==> src/rtl/spt_pkg.sv <==
// ----------------------------------------------------------------------------
// spt_pkg
// Shared types and constants of the stereo point triangulator: operand
// widths, divider lane payload and configuration register indexes.
// ----------------------------------------------------------------------------
package spt_pkg;

  // pixel coordinates, unsigned q12.4
  localparam int unsigned PIX_W   = 16;
  // baseline in micrometres
  localparam int unsigned BASE_W  = 20;
  // divisor magnitude (disparity is at most 65535 counts)
  localparam int unsigned DIV_W   = 16;
  // numerator magnitude: 20 x 16 bit product
  localparam int unsigned NUM_W   = BASE_W + PIX_W;
  // one divider cell per quotient bit
  localparam int unsigned N_CELLS = NUM_W;
  // z, x and y quotients run side by side
  localparam int unsigned LANES   = 3;
  localparam int unsigned COORD_W = 32;

  // configuration port
  localparam int unsigned CFG_IDX_W  = 4;
  localparam int unsigned CFG_DATA_W = BASE_W;

  localparam logic [CFG_IDX_W-1:0] REG_FOCAL    = 4'd0;
  localparam logic [CFG_IDX_W-1:0] REG_BASELINE = 4'd1;
  localparam logic [CFG_IDX_W-1:0] REG_CENTER_X = 4'd2;
  localparam logic [CFG_IDX_W-1:0] REG_CENTER_Y = 4'd3;

  // lane order inside the divider payload
  localparam int unsigned LANE_Z = 0;
  localparam int unsigned LANE_X = 1;
  localparam int unsigned LANE_Y = 2;

  // largest magnitude a result may take, also the infinity marker
  localparam logic [COORD_W-1:0] SAT_MAX = 32'h7FFF_FFFF;

  // one long division in flight: partial remainder and the shared
  // numerator / quotient shift word (numerator bits leave at the top,
  // quotient bits enter at the bottom)
  typedef struct packed {
    logic [DIV_W-1:0] rem;
    logic [NUM_W-1:0] nq;
  } spt_lane_t;

  // payload handed from cell to cell
  typedef struct packed {
    logic                  zero_disp;
    logic [DIV_W-1:0]      dmag;
    logic [LANES-1:0]      neg;
    spt_lane_t [LANES-1:0] lane;
  } spt_div_t;

  // configuration registers as seen by the datapath
  typedef struct packed {
    logic [PIX_W-1:0]  focal;
    logic [BASE_W-1:0] baseline;
    logic [PIX_W-1:0]  center_x;
    logic [PIX_W-1:0]  center_y;
  } spt_cfg_t;

endpackage

==> src/rtl/spt_div_cell.sv <==
// ----------------------------------------------------------------------------
// spt_div_cell
// One restoring division step for all three lanes: brings down the next
// numerator bit, compares against the disparity magnitude, subtracts and
// shifts in one quotient bit, then hands the item to the next cell.
// ----------------------------------------------------------------------------
module spt_div_cell (
  input  logic              clk_i,
  input  logic              rst_ni,
  input  logic              valid_i,
  output logic              ready_o,
  input  spt_pkg::spt_div_t data_i,
  output logic              valid_o,
  output spt_pkg::spt_div_t data_o,
  input  logic              ready_i
);

  logic                      valid_q;
  spt_pkg::spt_div_t         data_q, data_d;
  logic [spt_pkg::DIV_W:0]   trial [spt_pkg::LANES];
  logic [spt_pkg::LANES-1:0] fits;

  // one quotient bit per lane
  always_comb begin
    data_d = data_i;
    for (int l = 0; l < spt_pkg::LANES; l++) begin
      trial[l] = {data_i.lane[l].rem, data_i.lane[l].nq[spt_pkg::NUM_W-1]};
      fits[l]  = (trial[l] >= {1'b0, data_i.dmag});
      data_d.lane[l].rem = fits[l] ? spt_pkg::DIV_W'(trial[l] - {1'b0, data_i.dmag})
                                   : trial[l][spt_pkg::DIV_W-1:0];
      data_d.lane[l].nq  = {data_i.lane[l].nq[spt_pkg::NUM_W-2:0], fits[l]};
    end
  end

  assign ready_o = !valid_q || ready_i;

  always_ff @(posedge clk_i or negedge rst_ni) begin
    if (!rst_ni) begin
      valid_q <= 1'b0;
    end else if (ready_o) begin
      valid_q <= valid_i;
    end
  end

  always_ff @(posedge clk_i) begin
    if (valid_i && ready_o) begin
      data_q <= data_d;
    end
  end

  assign valid_o = valid_q;
  assign data_o  = data_q;

endmodule

==> config.mk <==
export PLATFORM = sky130hd
export DESIGN_NAME = spt_div_cell
export DESIGN_NICKNAME = d
export VERILOG_FILES = /design/src/rtl/spt_pkg.sv /design/src/rtl/spt_div_cell.sv
export SDC_FILE = /design/constraint.sdc
export NUM_CORES = 1
export LEC_CHECK = 0
export BUFFER_PORTS_ARGS = -buffer_cell sky130_fd_sc_hd__buf_2
export CAP_MARGIN = 20
export CORE_MARGIN = 2
export CORE_UTILIZATION = 45
export CTS_CLUSTER_DIAMETER = 50
export CTS_CLUSTER_SIZE = 40
export DETAILED_ROUTE_END_ITERATION = 12
export HOLD_SLACK_MARGIN = 0.03
export PLACE_DENSITY = 0.83
export SYNTH_ARGS = -nofsm -noshare
export SYNTH_HDL_FRONTEND = slang
export SYNTH_SLANG_ARGS = --single-unit
==> constraint.sdc <==
create_clock -name clk_i -period 10.8 [get_ports clk_i]
set_clock_uncertainty 0.15 [all_clocks]
set_input_delay 3.24 -clock clk_i [delete_from_list [all_inputs] [get_ports clk_i]]
set_output_delay 3.24 -clock clk_i [all_outputs]
set_load 0.03 [all_outputs]
==> summary.md <==
| Metric | Value |
|---|---|
| Buffers on Ports | 357 |
| Critical Path Start Type | primary input |
| Tmin final | 7070 ps |
| Final design instance area without fill | 11000 um^2 |
| CTS Buf Count | 17 |
| Share of layout cells above drive strength 1 | 45.7% |
| Nets in the synthesized netlist | 808 |
| Initial drt markers | 444 |
| Post-route insts no fill | 1196 |
| Die Y-Extent | 140 um |
| Required time worst endpoint | 7410 ps |
| Starting utilization of the core area | 46.1% |
| Number of cells on the worst hold path | 2 |
| Mux contribution to synthesized area | 5.37% |
| Critical Path AT | 3680 ps |
| Fraction of synthesized cell area in xor and xnor cells | 3.79% |
| PnR worst setup slack | 3730 ps |
| Worst hold endpoint | valid_o |
| Adder-Cell Fraction of Synth Area | 7.95% |
| DRC violation count after routing | 0 |
| Number of enable flip-flop cells after synthesis | 176 |
| Average size of a mapped cell | 14.4 um^2 |
| Hold path startpoint | valid_o |
| Synthesis-to-layout area growth | 32.1% |
| Fraction of the yosys area taken by sequential cells | 63.9% |
| First-pass GRT wire length | 36.1 mm |
| Post-detailed-route via-to-cell ratio | 5.22 |
| Number of distinct library cells after synthesis | 58 |
| Final hold violation count | 0 |
| Unrepaired setup endpoints after global routing | no |
| Reg-to-reg slack, setup | 8340 ps |
| PD cells | 169 nW/um^2 |
| Initial antenna violation count | 2 |
| Simple-gate share of the synthesized area | 6.50% |
| Worst Reg2Reg Path Length in Cells | 3 |
| DP Area | 10400 um^2 |
| Design Power | 1.85 mW |
| Number of antenna-violating nets in the routed design | 0 |
| Worst setup slack before clock tree synthesis | 3730 ps |
| Maximum clock path buffer count | 2 |
| Post-cts sizing count | 0 |
| Commonest register cell after synthesis | edfxtp_1 |
| Synthesized flop and latch total | 177 |
| Area of combinational cells with multiple inputs | 2850 um^2 |
| Wire length per cell after detailed routing | 20.6 um |
| Clock-pin slew of the registers on the worst-case setup and hold paths | 80 ps |
| Kind of critical path | in2out |
| Type of the most critical hold path | reg2reg |
| Gr usage total | 24.5% |
| Beginning of the worst register-to-register path | valid_o |
| Max rail drop VDD | 0.173 mV |
| Warnings from Yosys | 0 |
| Compound-gate portion of the synthesized area | 10.6% |
| Drt pass-1 iters | 5 |
| Largest net degree at the start of global routing | 63 |
| Fmax | 141 MHz |
| Total setup violations reported at the end of the flow | 0 |
| Worst setup EP type | output port |
| WL final | 24.7 mm |
| Number of vias in the routed layout | 6248 |
| Clock tree from TritonCTS | built |
| Horizontal extent of the die | 140 um |
| Total half-perimeter wirelength after legalization and detailed placement | 19.7 mm |
| Number of levels the H-tree was split into | 4 |
| Placed Cells incl. Taps | 1162 |
| Max-slew headroom at the worst pin | 48.0% |
| Floorplan die area | 19600 um^2 |
| Number of slew-limit violations in the final report | 0 |
| Main combinational cell family by area after synthesis | compound AO/OA/AOI/OAI gates |
| Smallest hold slack | 398 ps |
| Ports | 358 |
| Total number of nets in the final design | 1184 |
| Routability Congestion | 0.915 |
| Number of post-CTS setup repair buffers | 0 |
| Reg-to-reg endpoint | data_o[96] |
| TritonCTS Sinks | 177 |
| Leakage power | 4.78 nW |
| Core area | 18000 um^2 |
| Post-synth ARST share | 0.565% |
| Root buffer selected by CTS | clkbuf_16 |
| Worst Tran Pin Value | 780 ps |
| Post-Syn Instances | 577 |
| Clock latency at the later pin of the worst-skew pair | 430 ps |
| FP Rows | 49 |
| Status | finished clean |
| Post-synthesis instance area | 8310 um^2 |
| Setup TNS after final layout | 0 ps |
| # fillers | 1417 |
| CP Max Fanout | 3 |
| Period Utilization, post-route | 65.5% |
| Maxcap violations | 0 |
| Cts-stage hold buffer count | 0 |
| Area occupied by registers | 5310 um^2 |
| Utilization of the core after routing | 60.9% |
| Number of global-route vias before repair | 6105 |
| Remaining Overflow, GRT | 0 |
==> state kept, by name, indices dropped and copies added (netlist names) <==
register	cells
data_o	176
valid_o	1
==> kinds of logic after synthesis <==
| group | Yosys count |
|---|---|
| adder cells (fa/ha/maj) | 51 |
| multiplexers | 38 |
| flip-flops | 177 |
| AND/OR/NAND/NOR | 109 |
| AO/OA/AOI/OAI | 131 |
| XOR/XNOR | 36 |
| buffers and inverters | 35 |
==> per-layer routing <==
| metal | GRT usage [%] | up-vias | wire length (um) |
|---|---|---|---|
| li1 | - | 2968 | - |
| met1 | 29.4 | 2967 | 9620 |
| met2 | 41.5 | 277 | 12400 |
| met3 | 7.62 | 34 | 1990 |
| met4 | 9.74 | 2 | 723 |
| met5 | 0 | - | 13 |
==> worst max-delay path, stage by stage <==
cell and delay [ps]:
buf_2 90, nand2b_1 160, buf_2 190
==> worst max-delay path by stage <==
stage / endpoint / startpoint / slack [ps]
global route: ready_o / ready_i / 3690
finish: ready_o / ready_i / 3730
global placement: ready_o / ready_i / 3740
CTS: ready_o / ready_i / 3730
detailed placement: ready_o / ready_i / 3730
floorplan: data_o[0] / ready_i / 2460
==> power breakdown <==
part	switching, mW	internal, mW	total, mW	leakage (nW)
clock network	0.300	0.313	0.613	0.288
registers	0.0117	0.820	0.832	1.68
logic	0.255	0.152	0.407	2.81
total	0.566	1.28	1.85	4.78
==> area by class of cell <==
class / count / share of cell area, %
Timing Repair Buffer: 362 / 16.7
Sequential cell: 177 / 48.4
Tap cell: 229 / 2.61
Multi-Input combinational cell: 365 / 26.0
Clock buffer: 18 / 3.91
Antenna cell: 1 / 0.0228
Clock inverter: 14 / 1.44
Inverter: 30 / 1.03
==> cells in the mapped netlist (all sizes together) (2+ instances only) <==
cell | count | area share [%]
nor3 | 5 | 0.30
o21ai | 18 | 1.2
xnor2 | 28 | 3.0
and4 | 2 | 0.21
nand4 | 4 | 0.30
a31oi | 4 | 0.38
mux2i | 6 | 0.72
inv | 30 | 1.4
nor2b | 4 | 0.30
and2 | 3 | 0.23
mux2 | 32 | 4.7
o211ai | 5 | 0.45
xor2 | 8 | 0.84
or2 | 2 | 0.15
or3 | 5 | 0.38
and3 | 2 | 0.17
a21oi | 49 | 3.1
a21boi | 2 | 0.18
o31a | 2 | 0.21
nor3b | 2 | 0.18
nor4 | 2 | 0.23
nand2 | 19 | 0.89
a21o | 15 | 1.4
fa | 3 | 0.72
edfxtp | 176 | 64
a211oi | 7 | 0.69
o21a | 13 | 1.2
nand3 | 11 | 0.66
nand2b | 8 | 0.60
o31ai | 3 | 0.27
a211o | 2 | 0.21
ha | 48 | 7.2
nor2 | 38 | 1.7
a2111oi | 2 | 0.44
buf | 5 | 0.53
o21bai | 3 | 0.27
==> cell usage in the layout (no fill, tap or decap), drive strengths merged, types with 5 or more instances in the layout <==
cell,n
or3,5
nand3,11
mux2i,6
nor3,5
o211ai,5
xnor2,28
nor2,38
buf,362
o21a,13
a21oi,49
inv,40
a21o,15
edfxtp,176
o21ai,18
nand2,19
nand2b,8
a211oi,7
mux2,32
ha,48
xor2,8
clkbuf,18
Note: power is estimated with default switching activity, not from simulation.
