`src/rtl/spt_pkg.sv`:
```
// ----------------------------------------------------------------------------
// spt_pkg
// Shared types and constants of the stereo point triangulator: operand
// widths, divider lane payload and configuration register indexes.
// ----------------------------------------------------------------------------
package spt_pkg;

  // pixel coordinates, unsigned q12.4
  localparam int unsigned PIX_W   = 16;
  // baseline in micrometres
  localparam int unsigned BASE_W  = 20;
  // divisor magnitude (disparity is at most 65535 counts)
  localparam int unsigned DIV_W   = 16;
  // numerator magnitude: 20 x 16 bit product
  localparam int unsigned NUM_W   = BASE_W + PIX_W;
  // one divider cell per quotient bit
  localparam int unsigned N_CELLS = NUM_W;
  // z, x and y quotients run side by side
  localparam int unsigned LANES   = 3;
  localparam int unsigned COORD_W = 32;

  // configuration port
  localparam int unsigned CFG_IDX_W  = 4;
  localparam int unsigned CFG_DATA_W = BASE_W;

  localparam logic [CFG_IDX_W-1:0] REG_FOCAL    = 4'd0;
  localparam logic [CFG_IDX_W-1:0] REG_BASELINE = 4'd1;
  localparam logic [CFG_IDX_W-1:0] REG_CENTER_X = 4'd2;
  localparam logic [CFG_IDX_W-1:0] REG_CENTER_Y = 4'd3;

  // lane order inside the divider payload
  localparam int unsigned LANE_Z = 0;
  localparam int unsigned LANE_X = 1;
  localparam int unsigned LANE_Y = 2;

  // largest magnitude a result may take, also the infinity marker
  localparam logic [COORD_W-1:0] SAT_MAX = 32'h7FFF_FFFF;

  // one long division in flight: partial remainder and the shared
  // numerator / quotient shift word (numerator bits leave at the top,
  // quotient bits enter at the bottom)
  typedef struct packed {
    logic [DIV_W-1:0] rem;
    logic [NUM_W-1:0] nq;
  } spt_lane_t;

  // payload handed from cell to cell
  typedef struct packed {
    logic                  zero_disp;
    logic [DIV_W-1:0]      dmag;
    logic [LANES-1:0]      neg;
    spt_lane_t [LANES-1:0] lane;
  } spt_div_t;

  // configuration registers as seen by the datapath
  typedef struct packed {
    logic [PIX_W-1:0]  focal;
    logic [BASE_W-1:0] baseline;
    logic [PIX_W-1:0]  center_x;
    logic [PIX_W-1:0]  center_y;
  } spt_cfg_t;

endpackage

```
`src/rtl/spt_out_stage.sv`:
```
// ----------------------------------------------------------------------------
// spt_out_stage
// Output register: applies signs, saturates the quotients to 31-bit
// magnitude and replaces the result with the infinity marker when the
// disparity was zero.
// ----------------------------------------------------------------------------
module spt_out_stage (
  input  logic                        clk_i,
  input  logic                        rst_ni,
  input  logic                        valid_i,
  output logic                        ready_o,
  input  spt_pkg::spt_div_t           data_i,
  output logic                        valid_o,
  output logic                        point_valid_o,
  output logic [spt_pkg::COORD_W-1:0] depth_z_o,
  output logic [spt_pkg::COORD_W-1:0] pos_x_o,
  output logic [spt_pkg::COORD_W-1:0] pos_y_o,
  input  logic                        ready_i
);

  logic                        valid_q;
  logic                        point_valid_q;
  logic [spt_pkg::COORD_W-1:0] coord_q [spt_pkg::LANES];
  logic [spt_pkg::COORD_W-1:0] coord_d [spt_pkg::LANES];
  logic [spt_pkg::COORD_W-2:0] mag     [spt_pkg::LANES];

  // saturate, then restore the sign
  always_comb begin
    for (int l = 0; l < spt_pkg::LANES; l++) begin
      mag[l] = (data_i.lane[l].nq[spt_pkg::NUM_W-1:spt_pkg::COORD_W-1] != '0)
             ? spt_pkg::SAT_MAX[spt_pkg::COORD_W-2:0]
             : data_i.lane[l].nq[spt_pkg::COORD_W-2:0];
      if (data_i.zero_disp) begin
        coord_d[l] = spt_pkg::SAT_MAX;
      end else if (data_i.neg[l]) begin
        coord_d[l] = -{1'b0, mag[l]};
      end else begin
        coord_d[l] = {1'b0, mag[l]};
      end
    end
  end

  assign ready_o = !valid_q || ready_i;

  always_ff @(posedge clk_i or negedge rst_ni) begin
    if (!rst_ni) begin
      valid_q <= 1'b0;
    end else if (ready_o) begin
      valid_q <= valid_i;
    end
  end

  always_ff @(posedge clk_i) begin
    if (valid_i && ready_o) begin
      point_valid_q <= !data_i.zero_disp;
      for (int l = 0; l < spt_pkg::LANES; l++) begin
        coord_q[l] <= coord_d[l];
      end
    end
  end

  assign valid_o       = valid_q;
  assign point_valid_o = point_valid_q;
  assign depth_z_o     = coord_q[spt_pkg::LANE_Z];
  assign pos_x_o       = coord_q[spt_pkg::LANE_X];
  assign pos_y_o       = coord_q[spt_pkg::LANE_Y];

endmodule

```
`config.mk`:
```
export PLATFORM = sky130hd
export DESIGN_NAME = spt_out_stage
export DESIGN_NICKNAME = d
export VERILOG_FILES = /design/src/rtl/spt_pkg.sv /design/src/rtl/spt_out_stage.sv
export SDC_FILE = /design/constraint.sdc
export NUM_CORES = 1
export LEC_CHECK = 0
export BUFFER_PORTS_ARGS = -buffer_cell sky130_fd_sc_hd__buf_4
export CAP_MARGIN = 20
export CORE_MARGIN = 2
export CORE_UTILIZATION = 25
export DETAILED_ROUTE_END_ITERATION = 8
export GPL_ROUTABILITY_DRIVEN = 0
export GPL_TIMING_DRIVEN = 0
export SLEW_MARGIN = 20
export SYNTH_ARGS = -nofsm -noshare
export SYNTH_HDL_FRONTEND = slang
export SYNTH_SLANG_ARGS = --single-unit
export TNS_END_PERCENT = 10
```
`constraint.sdc`:
```
create_clock -name clk_i -period 2.9 [get_ports clk_i]
set_clock_uncertainty 0.05 [all_clocks]
set_input_delay 0.58 -clock clk_i [delete_from_list [all_inputs] [get_ports clk_i]]
set_output_delay 0.58 -clock clk_i [all_outputs]
set_load 0.03 [all_outputs]
```
==> metrics.md <==
| Metric | Value |
|---|---|
| Sw frac | 0.308 |
| Initial Util | 0.253 |
| Clock tree buffer depth | 2 |
| Combinational power share | 0.224 |
| Number of global-route vias before repair | 6,848 |
| Pwr Density | 392 nW/um^2 |
| Post-synthesis mux area share | 0.0155 |
| H-Tree Level Count | 3 |
| Reg-to-reg critical path endpoint | coord_q[0][59] |
| Mapped cell area | 6560 sq um |
| Failing checks | negative setup slack |
| Max rail drop VDD | 0.200 mV |
| Area post-placement | 8670 sq um |
| Worst min path class | primary input to register |
| Final instance area | 9330 sq um |
| P&R area growth vs syn | 42.3% |
| Row Count | 59 |
| R2R cell count | 3 |
| Post-DR wirelength/cell | 19.4 um |
| Filler Cell Count | 2,657 |
| Min-Delay Endpoint | valid_o |
| Die height | 166 um |
| Final worst path period need | 3.18 ns |
| Register Area | 2940 sq um |
| ANT nets after route | 0 |
| Share of synthesized cell area in and, or, nand and nor gates | 0.257 |
| Pleak | 3.26 nW |
| Final setup violation count | 8 |
| Hold Violations, Final | 0 |
| R2R Setup Slk | 1.04 ns |
| Port bufs | 207 |
| Area leader, netlist | edfxtp_1 |
| Syn_nets | 931 |
| Status | complete, but fails checks |
| Tot Pwr | 3.66 mW |
| P_sw | 1.13 mW |
| DRT Wirelength | 25.5 mm |
| RSZ-0062 raised after global routing | yes |
| CTS root buf | clkbuf_16 |
| Antenna Cells | 0 |
| # nets final | 1,161 |
| Sequential power share | 0.457 |
| Internal Power | 2.53 mW |
| Global-route wire length before repair | 39.5 mm |
| Die Wd | 166 um |
| Max-cap violation count | 0 |
| Post-synth EDFFs | 97 |
| DRC viols | 0 |
| WP data arrival | 3.22 ns |
| Yosys warns | 0 |
| Crit-path max FO | 5 |
| Final worst-path cycle share | 1.10 |
| Adder-Cell Fraction of Synth Area | 0.00572 |
| CTS Sinks | 98 |
| Largest net degree at the start of global routing | 53 |
| Setup WS post-layout | -0.276 ns |
| Worst Path Required | 2.95 ns |
| Proportion of layout cells with a drive suffix above 1 | 0.301 |
| Dpl hpwl | 18.8 mm |
| Cells after synthesis | 748 |
| I/O pin count | 279 |
| Die area | 27,500 sq um |
| Reg clk slew, reported paths | 0.08 ns |
| Footprint of the multi-input gates | 3750 sq um |
| All-Layer GR Usage | 0.180 |
| Post-synthesis sequential area ratio | 0.448 |
| CP Class | primary input to register |
| Worst Tran Pin Value | 0.832 ns |
| Synth unique cells | 63 |
| Largest family of logic cells by synthesized area | simple AND/OR/NAND/NOR gates |
| Critical path capture point type | register |
| Max Fclk | 0.315 GHz |
| Xor-xnor portion of the synthesized cell area | 0.0307 |
| Clk_lat worst skew | 0.35 ns |
| Slew margin rel. | 0.441 |
| Via count | 7,183 |
| DR pass1 iterations | 5 |
| Synth top area share | 0.444 |
| Min-Delay Path Depth | 2 |
| Most common cell in the netlist | nor2_1 |
| Hold_sp | valid_i |
| #FFs+latches synth | 98 |
| Crit Reg-Reg Startpoint | valid_o |
| Complex-gate fraction of the synthesized area | 0.205 |
| Vias per inst | 5.45 |
| Startpoint types | primary input |
| Drt initial violations | 719 |
| Clk pwr share | 0.319 |
| Synth top area cells | edfxtp_1 44%, nor2_1 5.7%, o21ai_0 4.6% |
| Main synth FF type | edfxtp_1 |
| CTS tree | done |
| Post-synth top cells | 100 x nor2_1, 97 x edfxtp_1, 76 x nand2_1 |
| Avg Synthesized Cell Area | 8.77 sq um |
| Number of antenna violations at the first check in global routing | 0 |
| CTS Buf Count | 9 |
| Final Max Tran Viols | 0 |
| Congestion Overflow GR | 0 |
| Ys async rst share | 0.0102 |
| Placeable Area | 25,900 sq um |
## stage by stage
| step | setup TNS [ns] | setup WS (ns) | util | hold WS (ns) | std cells |
|---|---|---|---|---|---|
| detailed placement | -50.18 | -1.66 | 0.335 | 0.306 | 1291 |
| global route | -1.64 | -0.363 | 0.360 | 0.377 | 1318 |
| global placement | -71.38 | -1.69 | 0.333 | 0.305 | 1290 |
| floorplan | -11.30 | -0.613 | - | 0.234 | 748 |
| finish | -0.756 | -0.276 | 0.360 | 0.368 | 1318 |
| CTS | -2.78 | -0.438 | 0.356 | 0.355 | 1318 |
## kinds of logic (layout without fill, tap and decap cells)
group           count (synthesis)  after routing
xor+xnor                       23             23
buf+inv                        64            299
mux                            10             10
compound gates                208            208
fa+ha+maj                       3              3
flops                          98             98
simple gates                  342            342
## critical path, cell delays in order
cell,delay (ns)
buf_6,0.09
or4_4,0.53
or2_4,0.32
nor2_4,0.12
ha_4,0.14
nor3b_4,0.26
buf_4,0.17
nand3_4,0.07
or3_4,0.42
o21a_1,0.18
o32a_1,0.34
## how the worst max path moves through the flow
stage	slack [ns]	cells past startpoint	to	startpoint
6_report	-0.28	11	coord_q[0][44]	data_i[85]
5_1_grt	-0.36	11	coord_q[0][44]	data_i[85]
4_1_cts	-0.44	13	coord_q[0][52]	data_i[84]
3_5_place_dp	-1.66	11	coord_q[0][24]	data_i[32]
3_3_place_gp	-1.69	11	coord_q[0][24]	data_i[32]
2_1_floorplan	-0.61	12	coord_q[0][44]	data_i[85]
## sequential cells by signal (all words and copies together), names as in the netlist
name / flops
coord_q: 96
valid_o: 1
point_valid_o: 1
## layout by cell type, fill, tap and decap left out, drive strengths merged, types with 4 or more instances in the layout
cell / count
a211oi: 4
a21oi: 49
a221oi: 5
a31oi: 13
and3: 4
buf: 228
clkbuf: 46
clkinv: 5
edfxtp: 97
inv: 18
mux2i: 9
nand2: 76
nand2b: 8
nand3: 14
nand4: 13
nor2: 100
nor3: 47
nor4: 25
o21a: 7
o21ai: 60
o22ai: 8
o311ai: 7
o31a: 4
o31ai: 13
o41ai: 16
or2: 4
or3: 18
or4: 19
xnor2: 21
## what timing repair did
action	4_1_cts	5_1_grt
hold buffers	1	0
gates cloned	0	0
endpoints found under the hold margin	1	0
pin swaps	15	16
setup endpoints to repair	47	43
buffers inserted	11	3
resized for setup	41	25
## cell type report
cell class	instances	share of cell area
well taps	335	0.0449
repair buffers	222	0.182
flip-flops and latches	98	0.315
clock buffers	9	0.0241
plain buffers	44	0.0204
clock inverters	7	0.00483
inverters	17	0.00684
multi-input cells	586	0.402
## metal layers
metal  wire length [um]  global-route usage  vias to the layer above
met1              11300               0.248                     3488
met2              11700               0.285                      330
met3               2090              0.0408                       30
li1                   -                   -                     3335
met5                  0                   0                        -
met4                416              0.0529                        0
## power by group through the flow
stage,Sequential (mW),Combinational [mW],Clock (mW)
6_report,1.67,0.821,1.17
5_1_grt,1.68,0.884,1.26
4_1_cts,1.67,0.813,1.21
3_5_place_dp,1.70,0.790,0
3_3_place_gp,1.71,0.776,0
2_1_floorplan,1.84,0.258,0
No activity file was read; power rests on OpenSTA's default activity.
