**config.mk**
```make
export PLATFORM = sky130hd
export DESIGN_NAME = spt_front
export DESIGN_NICKNAME = d
export VERILOG_FILES = /design/src/rtl/spt_pkg.sv /design/src/rtl/spt_front.sv
export SDC_FILE = /design/constraint.sdc
export NUM_CORES = 2
export LEC_CHECK = 0
export BUFFER_PORTS_ARGS = -buffer_cell sky130_fd_sc_hd__buf_2
export CAP_MARGIN = 20
export CORE_MARGIN = 3
export CORE_UTILIZATION = 60
export CTS_BUF_LIST = sky130_fd_sc_hd__clkbuf_16
export DETAILED_ROUTE_END_ITERATION = 8
export PLACE_DENSITY_LB_ADDON = 0.25
export SLEW_MARGIN = 5
export SYNTH_ARGS = -nofsm -noshare
export SYNTH_HDL_FRONTEND = slang
export SYNTH_SLANG_ARGS = --single-unit
```
**constraint.sdc**
```tcl
create_clock -name clk_i -period 5.13 [get_ports clk_i]
set_input_delay 0.513 -clock clk_i [delete_from_list [all_inputs] [get_ports clk_i]]
set_output_delay 0.513 -clock clk_i [all_outputs]
set_load 0.005 [all_outputs]
```
**src/rtl/spt_pkg.sv**
```systemverilog
// ----------------------------------------------------------------------------
// spt_pkg
// Shared types and constants of the stereo point triangulator: operand
// widths, divider lane payload and configuration register indexes.
// ----------------------------------------------------------------------------
package spt_pkg;

  // pixel coordinates, unsigned q12.4
  localparam int unsigned PIX_W   = 16;
  // baseline in micrometres
  localparam int unsigned BASE_W  = 20;
  // divisor magnitude (disparity is at most 65535 counts)
  localparam int unsigned DIV_W   = 16;
  // numerator magnitude: 20 x 16 bit product
  localparam int unsigned NUM_W   = BASE_W + PIX_W;
  // one divider cell per quotient bit
  localparam int unsigned N_CELLS = NUM_W;
  // z, x and y quotients run side by side
  localparam int unsigned LANES   = 3;
  localparam int unsigned COORD_W = 32;

  // configuration port
  localparam int unsigned CFG_IDX_W  = 4;
  localparam int unsigned CFG_DATA_W = BASE_W;

  localparam logic [CFG_IDX_W-1:0] REG_FOCAL    = 4'd0;
  localparam logic [CFG_IDX_W-1:0] REG_BASELINE = 4'd1;
  localparam logic [CFG_IDX_W-1:0] REG_CENTER_X = 4'd2;
  localparam logic [CFG_IDX_W-1:0] REG_CENTER_Y = 4'd3;

  // lane order inside the divider payload
  localparam int unsigned LANE_Z = 0;
  localparam int unsigned LANE_X = 1;
  localparam int unsigned LANE_Y = 2;

  // largest magnitude a result may take, also the infinity marker
  localparam logic [COORD_W-1:0] SAT_MAX = 32'h7FFF_FFFF;

  // one long division in flight: partial remainder and the shared
  // numerator / quotient shift word (numerator bits leave at the top,
  // quotient bits enter at the bottom)
  typedef struct packed {
    logic [DIV_W-1:0] rem;
    logic [NUM_W-1:0] nq;
  } spt_lane_t;

  // payload handed from cell to cell
  typedef struct packed {
    logic                  zero_disp;
    logic [DIV_W-1:0]      dmag;
    logic [LANES-1:0]      neg;
    spt_lane_t [LANES-1:0] lane;
  } spt_div_t;

  // configuration registers as seen by the datapath
  typedef struct packed {
    logic [PIX_W-1:0]  focal;
    logic [BASE_W-1:0] baseline;
    logic [PIX_W-1:0]  center_x;
    logic [PIX_W-1:0]  center_y;
  } spt_cfg_t;

endpackage

```
**src/rtl/spt_front.sv**
```systemverilog
// ----------------------------------------------------------------------------
// spt_front
// Input stage: disparity, signs and magnitudes, the three numerator
// products, registered as the first payload of the divider chain.
// ----------------------------------------------------------------------------
module spt_front (
  input  logic                      clk_i,
  input  logic                      rst_ni,
  input  spt_pkg::spt_cfg_t         cfg_i,
  input  logic                      valid_i,
  output logic                      ready_o,
  input  logic [spt_pkg::PIX_W-1:0] left_x_i,
  input  logic [spt_pkg::PIX_W-1:0] left_y_i,
  input  logic [spt_pkg::PIX_W-1:0] right_x_i,
  output logic                      valid_o,
  output spt_pkg::spt_div_t         data_o,
  input  logic                      ready_i
);

  logic                        valid_q;
  spt_pkg::spt_div_t           data_q, data_d;

  logic [spt_pkg::PIX_W:0]     disp, off_x, off_y;
  logic [spt_pkg::DIV_W-1:0]   disp_mag;
  logic [spt_pkg::PIX_W-1:0]   off_x_mag, off_y_mag;
  logic [spt_pkg::NUM_W-1:0]   prod_z, prod_x, prod_y;

  // signed differences, 17 bits each
  assign disp  = {1'b0, left_x_i} - {1'b0, right_x_i};
  assign off_x = {1'b0, left_x_i} - {1'b0, cfg_i.center_x};
  assign off_y = {1'b0, left_y_i} - {1'b0, cfg_i.center_y};

  assign disp_mag  = disp[spt_pkg::PIX_W]  ? spt_pkg::DIV_W'(-disp) : disp[spt_pkg::DIV_W-1:0];
  assign off_x_mag = off_x[spt_pkg::PIX_W] ? spt_pkg::PIX_W'(-off_x) : off_x[spt_pkg::PIX_W-1:0];
  assign off_y_mag = off_y[spt_pkg::PIX_W] ? spt_pkg::PIX_W'(-off_y) : off_y[spt_pkg::PIX_W-1:0];

  // 20 x 16 bit magnitude products
  assign prod_z = {{spt_pkg::PIX_W{1'b0}}, cfg_i.baseline}
                * {{spt_pkg::BASE_W{1'b0}}, cfg_i.focal};
  assign prod_x = {{spt_pkg::PIX_W{1'b0}}, cfg_i.baseline}
                * {{spt_pkg::BASE_W{1'b0}}, off_x_mag};
  assign prod_y = {{spt_pkg::PIX_W{1'b0}}, cfg_i.baseline}
                * {{spt_pkg::BASE_W{1'b0}}, off_y_mag};

  // payload for the first divider cell
  always_comb begin
    data_d.zero_disp = (disp == '0);
    data_d.dmag      = disp_mag;
    data_d.neg[spt_pkg::LANE_Z] = disp[spt_pkg::PIX_W];
    data_d.neg[spt_pkg::LANE_X] = disp[spt_pkg::PIX_W] ^ off_x[spt_pkg::PIX_W];
    data_d.neg[spt_pkg::LANE_Y] = disp[spt_pkg::PIX_W] ^ off_y[spt_pkg::PIX_W];
    data_d.lane[spt_pkg::LANE_Z].rem = '0;
    data_d.lane[spt_pkg::LANE_Z].nq  = prod_z;
    data_d.lane[spt_pkg::LANE_X].rem = '0;
    data_d.lane[spt_pkg::LANE_X].nq  = prod_x;
    data_d.lane[spt_pkg::LANE_Y].rem = '0;
    data_d.lane[spt_pkg::LANE_Y].nq  = prod_y;
  end

  // stage moves when empty or when the next cell takes its item
  assign ready_o = !valid_q || ready_i;

  always_ff @(posedge clk_i or negedge rst_ni) begin
    if (!rst_ni) begin
      valid_q <= 1'b0;
    end else if (ready_o) begin
      valid_q <= valid_i;
    end
  end

  always_ff @(posedge clk_i) begin
    if (valid_i && ready_o) begin
      data_q <= data_d;
    end
  end

  assign valid_o = valid_q;
  assign data_o  = data_q;

endmodule

```
==> results.txt <==
The max-slew violation total from the final report came out at 0. The summed instance area of the synthesized netlist is 38,700 um^2. The number of enable-type register cells in the synthesized netlist came out at 128. The layout cell share with drive strength beyond 1 is 29.8%.

In this run the worst path has a maximum fanout of 9. The average wire per cell in the routed design is roughly 18 um. The sum of routed wire length over all layers is 106,000 um. The smallest clock period supported by the final layout is computed as approximately 8 ns. The detailed-route wire length on metal 1 came out at 39,300 um. The count of input and output buffers came out at 249. The library cell used most frequently in the layout, excluding fill and tap cells, is inv_1. The number of instances in the synthesized netlist is 4,304. Relative to the synthesized area, the layout overhead comes to 29.1%. The clock reaches the later pin of the worst-skew pair after 0.51 ns. The final global-route overflow total came out at 0. The weighted congestion reported at the end of routability-driven placement is 0.918. At the pin with the least slew margin, the transition time is 0.867 ns.

fa_1 takes more of the synthesized area than any other cell. The number of cell rows came out at 92. After Yosys synthesis, XOR and XNOR cells account for around 4% of the synthesized area.

The final count of negative-setup-slack endpoints came out at 85. Counting flops and latches in the post-synthesis netlist gives around 130. The compound-cell area share of the yosys netlist is 7.07%. On the critical path, the stage with the largest delay is an instance of fa_1.

Counting along the longest clock path gives a buffer depth of 2. In the synthesized netlist the dominant register cell turns out to be edfxtp_1. For this run, asynchronously set or reset flops after synthesis account for 0.775%. The fmax is 123 MHz. The clock arrives with 0.0208 ns of skew.

The kind of capture point of the worst setup path is a flop. The minimum setup slack after placement came out at -3.58 ns. The tool flagged a number of max-cap violations equal to 0.

By area the synthesized netlist is led by fa_1 39%, ha_1 12%, edfxtp_1 9.9%. The count of endpoints failing hold in the final timing report is 0. The headroom to the max-slew limit is between 40% and 50%.

The area of the placeable core came out at ~63,000 um^2. The detailed placement HPWL came out at 80,800 um. The global-route wire length before repair came out at 165,000 um. The met3 wirelength from detailed routing is about 7000 um. The flow ran to the end, but the final reports show violations. The via count of the first global-routing pass is ~35,000. For the worst setup path, the data arrival time is 8.39 ns.

The main combinational cell family by area after synthesis is adder cells. The data required time of the worst path came out at 5.39 ns. The count of clock tree sinks is 129.

The largest net degree at the start of global routing came out at 72. The yosys synthesis warning count is 0. The clock slew seen by the registers of the worst setup and hold paths is roughly 0.070 ns. The per-instance average area after synthesis came out at ~9 um^2.

The met2 routed wirelength came out at about 55,000 um. The routed via count came out at 32,708. The CTS tree is built. Sequential elements use 10.0% of the synthesized area. The chip height is 260 um. The highest metal layer used by the detailed router is met5.

The initial core utilization came out at 61.0%. The share of cell area taken by muxes after synthesis is 0.0259%. The number of antenna violations at the first check in global routing is 8.

The number of vias per cell is 5.44. The global routing usage summed across all routing layers came out at 30.5%. The netlist uses 74 different library cells. The number of nets in the final layout came out at 6,391. The fill cell total of the finished layout came out at a little under 4,000. On the worst path, the slowest cell contributes a delay of 0.55 ns.

The post-route core utilization came out at approximately 79%. Setup repair after global routing could not meet its margin everywhere. Of the total synthesized cell area, the portion taken by full adders, half adders and majority gates is 51.1%. The clock buffer count from CTS came out at 17. The die covers 67,600 um^2. The worst hold path class is in2reg. For the final routed database, the setup TNS stands at -156.64 ns. Once routing completed, OpenROAD measured the worst setup slack at -3.00 ns.

The post-route antenna net violation count is 0. The tree is rooted in a clkbuf_16. The library cells used most frequently in the layout, excluding fill and tap cells, are 855 x inv_1, 724 x fa_1, 676 x buf_4. The startpoint-to-endpoint class of the critical path is in2reg. Measured along the x axis, the die boundary spans 260 um. The share of the synthesized area in the top cell type is 39.0%. The checks that failed: negative setup slack. The count of unresolved DRC violations after routing is 0. The number of ports placed on the die boundary is just under 300. The ratio of final minimum period to clock period is 158%. The maximum level of the CTS H-tree came out at 4.

The iteration-0 DRC count of the detailed router is 1,995. The simple-gate area share of the yosys netlist came out at 15.9%. STA classifies the critical path startpoint as a primary input. The total iterations of the first detailed-routing run is 6.
routing by layer:
| layer | track usage [%] | up-vias |
|---|---|---|
| li1 | - | 14676 |
| met1 | 36.5 | 16401 |
| met2 | 54.1 | 1275 |
| met3 | 4.99 | 350 |
| met4 | 13.6 | 6 |
| met5 | 0 | - |
state kept, by name, indices dropped and copies added (netlist names):
register  flops
valid_o       1
data_o      128
cells in the mapped netlist, types with 7 or more instances:
cell      instances
a211oi_1         11
a21o_1           76
a21oi_1         112
a31o_2            7
a31oi_1          14
and2_1          298
and3_1            9
buf_4            48
clkbuf_1        206
edfxtp_1        128
fa_1            753
ha_1            375
inv_1           911
nand2_1         652
nand2b_1         49
nand3_1          29
nand4_1          11
nor2_1           94
nor2b_1          56
nor3_1           30
o211ai_1          9
o21a_1           28
o21ai_0          71
o21bai_1         12
o31ai_1          11
or2_2            10
or3_1            10
xnor2_1         117
xor2_1           56
critical path: cells and delay by family:
| kind | cells | cell delay [ns] |
|---|---|---|
| adder cells (fa/ha/maj) | 8 | 3.31 |
| buffers and inverters | 13 | 1.53 |
| AND/OR/NAND/NOR | 6 | 1.17 |
| XOR/XNOR | 2 | 0.21 |
| AO/OA/AOI/OAI | 7 | 1.63 |
per-stage QoR:
stage	instance area [um^2]	std cells	hold slack [ns]
after floorplan	40800	4351	0.217
after global placement	46600	5855	0.288
after detailed placement	46600	5855	0.289
after CTS	48500	5942	0.186
after global routing	49900	6004	0.224
final	49900	6007	0.218
path summary, 6_finish.rpt:
path                                 from          to  slack (ns)  depth (start not counted)
worst min register to register    valid_o     valid_o        0.53                          2
worst min-delay path              valid_i     valid_o        0.22                          2
max in group asynchronous          rst_ni     valid_o        4.73                          2
min in group asynchronous          rst_ni     valid_o        0.31                          2
worst max register to register    valid_o  data_o[75]        3.10                          3
worst max-delay path            cfg_i[16]  data_o[84]       -3.00                         36
cells by family (layout without fill, tap and decap cells):
| kind of cell | count (synthesis) | after routing |
|---|---|---|
| buffers and inverters | 1174 | 1979 |
| muxes | 1 | 1 |
| AOI/OAI and AO/OA | 415 | 415 |
| DFF | 129 | 129 |
| other | 1 | 53 |
| and+or+nand+nor | 1283 | 1283 |
| xor gates and xnor gates | 173 | 173 |
| adders and majority gates | 1128 | 1128 |
area by class of cell:
cell class	instances	area (um^2)	share of cell area [%]
inverter	911	3440	6.89
timing repair buffer	1036	8050	16.1
clock inverter	15	134	0.268
tap	846	1060	2.12
sequential	129	3870	7.75
antenna	5	12.5	0.0251
multi-input combinational	3048	32900	66.0
clock buffer	17	425	0.852
what timing repair did:
item | in CTS | in global routing
hold buffers | 1 | 0
pin swaps | 93 | 140
setup buffers | 53 | 67
hold endpoints to repair | 1 | 0
setup endpoints to repair | 86 | 89
cloned | 5 | 5
gates resized for setup | 198 | 236
Power is not shown: default switching activity piles up to over one toggle a cycle in this logic, so the estimate is an artifact.
